`src/rtl/core/rbst_div.sv`:
```
// ----------------------------------------------------------------------------
// rbst_div
// Pipelined unsigned restoring divider, one quotient bit per stage. The
// numerator register shifts left and picks up the quotient bits, so after
// NUM_W stages it holds the quotient.
// ----------------------------------------------------------------------------
`default_nettype none

module rbst_div #(
    parameter int NUM_W = 47,
    parameter int DEN_W = 16
) (
    input  wire logic             aclk,
    input  wire logic             en,
    input  wire logic [NUM_W-1:0] num,
    input  wire logic [DEN_W-1:0] den,
    output logic      [NUM_W-1:0] quo
);

    logic [NUM_W-1:0] num_reg [NUM_W];
    logic [DEN_W-1:0] rem_reg [NUM_W];
    logic [DEN_W-1:0] den_reg [NUM_W];

    for (genvar k = 0; k < NUM_W; k++) begin : g_stage
        logic [NUM_W-1:0] num_in;
        logic [DEN_W-1:0] rem_in;
        logic [DEN_W-1:0] den_in;
        logic [DEN_W:0]   trial;
        logic             q_bit;
        logic [NUM_W-1:0] num_next;
        logic [DEN_W-1:0] rem_next;

        if (k == 0) begin : g_first
            assign num_in = num;
            assign rem_in = '0;
            assign den_in = den;
        end else begin : g_rest
            assign num_in = num_reg[k-1];
            assign rem_in = rem_reg[k-1];
            assign den_in = den_reg[k-1];
        end

        // shift in the next numerator bit and try a subtract
        always_comb begin
            trial    = {rem_in, num_in[NUM_W-1]};
            q_bit    = (trial >= {1'b0, den_in});
            rem_next = q_bit ? DEN_W'(trial - {1'b0, den_in}) : trial[DEN_W-1:0];
            num_next = {num_in[NUM_W-2:0], q_bit};
        end

        always_ff @(posedge aclk) begin
            if (en) begin
                num_reg[k] <= num_next;
                rem_reg[k] <= rem_next;
                den_reg[k] <= den_in;
            end
        end
    end

    assign quo = num_reg[NUM_W-1];

endmodule

`default_nettype wire

```
`config.mk`:
```
export PLATFORM = sky130hd
export DESIGN_NAME = rbst_div
export DESIGN_NICKNAME = d
export VERILOG_FILES = /design/src/rtl/core/rbst_div.sv
export SDC_FILE = /design/constraint.sdc
export NUM_CORES = 2
export LEC_CHECK = 0
export BUFFER_PORTS_ARGS = -buffer_cell sky130_fd_sc_hd__buf_2
export CORE_ASPECT_RATIO = 1.4
export CORE_MARGIN = 10
export CORE_UTILIZATION = 65
export DETAILED_ROUTE_END_ITERATION = 16
export MAX_ROUTING_LAYER = met4
export PLACE_DENSITY = 0.92
export SLEW_MARGIN = 20
export SYNTH_ARGS = -nofsm -noshare
export SYNTH_HDL_FRONTEND = slang
export SYNTH_SLANG_ARGS = --single-unit
```
`constraint.sdc`:
```
create_clock -name aclk -period 6.6 [get_ports aclk]
set_input_delay 0.33 -clock aclk [delete_from_list [all_inputs] [get_ports aclk]]
set_output_delay 0.33 -clock aclk [all_outputs]
set_load 0.01 [all_outputs]
```
**Yosys cells after proc, flatten, opt, wreduce, memory -nomap -nowiden**

Memory sizes are Yosys's and may differ from the RTL's.
Index checks and enable logic that the tools add are counted.

- RAM bits: 3713
- Bits in registers: 0
- Input port bits: 65
- Memories kept: 3

- Order comparisons: 47
- Mux-type cells: 49
- $add $sub $neg: 47

Memory list:

| name | words | bits a word | rd ports | clocked after Yosys merged registers in | write ports | line | RTL |
|---|---|---|---|---|---|---|---|
| num_reg | 47 | 47 | 47 | 0 | 47 | 20 | `logic [NUM_W-1:0] num_reg [NUM_W];` |
| den_reg | 47 | 16 | 46 | 0 | 47 | 22 | `logic [DEN_W-1:0] den_reg [NUM_W];` |
| rem_reg | 47 | 16 | 46 | 0 | 47 | 21 | `logic [DEN_W-1:0] rem_reg [NUM_W];` |

Operator list:

| kind | number |
|---|---|
| $ge A17 B16 Y1 | 46 |
| $mux W16 | 47 |
| $sub A16 B16 Y16 | 46 |
| $ge A1 B16 Y1 | 1 |
| $sub A1 B16 Y16 | 1 |
| $mux W1 | 2 |

**Longest topological paths before layout**

An unclocked memory read counts as a cell.

- Depth after elaboration: 3
- Depth in mapped cells: 13

**Worst setup path before layout**

OpenSTA, ideal clock, no wires.

- Kind: register -> register
- From: memory den_reg[35][1], in the netlist den_reg[2][49]
- To: memory rem_reg[36][12], in the netlist rem_reg[2][76] (data pin)
- Slack: 3.658 ns
- Clock period less this slack: 2.942 ns
- Data arrival time: 2.682 ns
- Cell stages (with the launch flop): 12
- Data required time: 6.340 ns
- Cells stage by stage: edfxtp_1 inv_1 ha_1 nor2b_1 o211a_1 o21ai_2 a211oi_1 o31a_1 or3_4 a21boi_4 buf_6 mux2_2

RTL lines:

| element | line |
|---|---|
| start, declared | 22 |
| end, declared | 21 |

==> summary.md <==
| Metric | Value |
|---|---|
| Synthesized area per cell | `15.69 um2` |
| Grt ovf | `0` |
| Syn Inst Count | `9879` |
| Worst EP required | `7.23 ns` |
| Top Ports | `112` |
| Share of post-route cells with drive strength above 1 | `11.77%` |
| CTS Root Cell | `clkbuf_16` |
| Routed vias | `82730` |
| Largest net degree at the start of global routing | `210` |
| Post-route setup TNS | `0 ns` |
| GRT Resource Usage Total | `23.45%` |
| Max VDD drop | `0.3576 mV` |
| RSZ-0062 raised after global routing | `no` |
| Switching Share | `31.27%` |
| Post-synth EDFFs | `3681` |
| #FFs+latches synth | `3681` |
| Clk pwr share | `25.3%` |
| Drt drc | `0` |
| Routed WL | `298.8 mm` |
| Cell Pwr Density | `460.7 mW/mm2` |
| P&R area growth vs syn | `10.67%` |
| Final min period | `3.805 ns` |
| Die height | `597.7 um` |
| Post-DRT Antenna Nets | `0` |
| Initial Utilization | `65.20%` |
| Die Wd | `432.7 um` |
| First-pass GRT wire length | `465.6 mm` |
| YS warnings | `0` |
| Top cell type's share of synthesized area | `71.33%` |
| Drt via density | `6.031` |
| Post-place setup slack | `2.901 ns` |
| Top cells by count, synth | `edfxtp_1, inv_1, ha_1` |
| Hold Vio Cnt, Final | `0` |
| Reg2reg path depth | `9` |
| TritonCTS clock tree | `done` |
| Crit Path Category | `reg -> reg` |
| Switch Pwr | `0.02471 W` |
| HPWL Detailed | `194.8 mm` |
| Worst-path clk slew | `0.06 ns` |
| TritonRoute pass-1 iters | `8` |
| Fraction of registers with async set or reset after synthesis | `0%` |
| Pint | `0.05430 W` |
| Worst-path maximum fanout | `16` |
| CP Launch Type | `flip-flop` |
| Area leader, netlist | `edfxtp_1` |
| Critical R2R Capture | `rem_reg[1][228]` |
| Count leader, synth | `edfxtp_1` |
| Sequential share of power | `42.5%` |
| Sequential share of the synthesized area | `71.33%` |
| Total Power | `0.07901 W` |
| H-tree level count | `5` |
| Hold_buf cts | `63` |
| CP Capture Point | `rem_reg[1][228]` |
| Initial antenna violation count | `3` |
| Fmax achieved | `262.8 MHz` |
| Clock latency reported for the late side of the worst-skew pair | `0.90 ns` |
| Flop2flop setup slack | `2.80 ns` |
| Core Region | `0.2377 mm2` |
| Initial drt markers | `6686` |
| Nets@finish | `11210` |
| Die area | `0.2586 mm2` |
| Vias in the first global route | `86190` |
| Tightest Pin Transition | `1.230 ns` |
| Setup ws final | `2.795 ns` |
| Row Count | `212` |
| CTS sink cnt | `3681` |
| Rel. slew slack | `16.95%` |
| I/O Buffers | `111` |
| Total CTS buffers | `337` |
| CP arrival | `4.44 ns` |
| Cell Area, Synth | `0.1550 mm2` |
| Slew Viols, Final | `0` |
| Max Root-Sink Buffers | `4` |
| HP Class | `in -> reg` |
| Post-synth cell types | `104` |
| # resized after CTS | `0` |
| Lkg Pwr | `64.56 nW` |
| Area contributors post-synth | `edfxtp_1, ha_1, mux2_2` |
| CP endpoint kind | `flip-flop` |
| Status | `complete, no violations` |
| Number of max-cap violations | `0` |
| Max FFs per register | `2209` |
| Worst setup path start | `rem_reg[1][213]` |
| Post-route clock period utilization | `57.65%` |
| Clk_skew | `0.05624 ns` |
| Setup bufs post-CTS | `0` |
| Wirelength per Cell | `21.78 um` |
| Synth Flop Type | `edfxtp_1` |
| Reg2reg start | `rem_reg[1][213]` |
| Gpl congestion | `0.9394` |
| Mapped Nets | `10730` |
| Setup-failing EPs final | `0` |
| Comb pwr share | `32.2%` |
-- area by class of cell --
class                      count  area [um2]
antenna                        2       5.005
clock buffer                 381        8705
clock inverter               206        2547
fill                       14120       66170
inverter                     932        3498
multi-input combinational   5176       40390
sequential                  3681      110500
tap                         3103        3882
timing repair buffer         238        1936
-- cells in the final DEF, fill, tap and decap left out, types with 162 or more instances in the layout --
cell type,instances
inv_1,931
nor2_1,534
nand2_1,332
o21ai_0,364
ha_1,738
clkbuf_16,342
mux2_2,382
xnor2_1,313
xor2_1,162
edfxtp_1,3681
a21oi_1,431
-- layer usage --
| metal | track usage, % | vias to the layer above | wire length (um) |
|---|---|---|---|
| li1 | - | 38200 | - |
| met1 | 24.51 | 40630 | 104100 |
| met2 | 42.95 | 2853 | 162400 |
| met3 | 3.107 | 1047 | 14040 |
| met4 | 12.00 | 0 | 18270 |
| met5 | - | - | 0 |
-- per-stage QoR --
stage	utilization (%)	std cells	hold WS, ns	area [um2]
floorplan	-	9879	0.4003	155000
global placement	67.15	13070	0.4001	159600
detailed placement	67.15	13070	0.4045	159600
CTS	72.15	13720	0.00006350	171500
global route	72.16	13720	0.03572	171500
finish	72.16	13720	0.03528	171500
-- worst min path at each step --
stage	from	endpoint	slack (ns)	cells after the start
global placement	num_reg[1][208]	num_reg[1][256]	0.40	0
detailed placement	num_reg[0][61]	num_reg[0][109]	0.40	0
CTS	en	num_reg[0][19]	0.00006	1
finish	en	num_reg[0][19]	0.04	1
floorplan	num_reg[0][52]	num_reg[0][100]	0.40	0
global route	en	num_reg[0][247]	0.04	1
-- power by group through the flow --
stage	Clock [W]	Sequential (W)	Combinational [W]
floorplan	0	0.0326	0.0195
global placement	0	0.0337	0.0235
detailed placement	0	0.0339	0.0246
CTS	0.0204	0.0335	0.0251
global route	0.0213	0.0338	0.0278
finish	0.0200	0.0335	0.0255
-- kinds of logic after synthesis --
family | count (synthesis) | share of synthesized area, %
adder cells (fa/ha/maj) | 783 | 6.540
AO/OA/AOI/OAI | 1667 | 7.317
multiplexers | 563 | 4.124
AND/OR/NAND/NOR | 1688 | 5.344
flip-flops | 3681 | 71.33
buffers and inverters | 1022 | 2.659
XOR/XNOR | 475 | 2.685
-- critical path, stage by stage, from the launching register on --
cell	delay, ns
edfxtp_1	0.40
ha_1	0.41
a21oi_1	0.10
o21ai_0	0.32
nor3_1	0.13
a211oi_1	0.55
o311ai_2	0.16
a21oi_1	0.29
o32a_1	0.75
mux2_2	0.42
(Power assumes the default switching activity.)
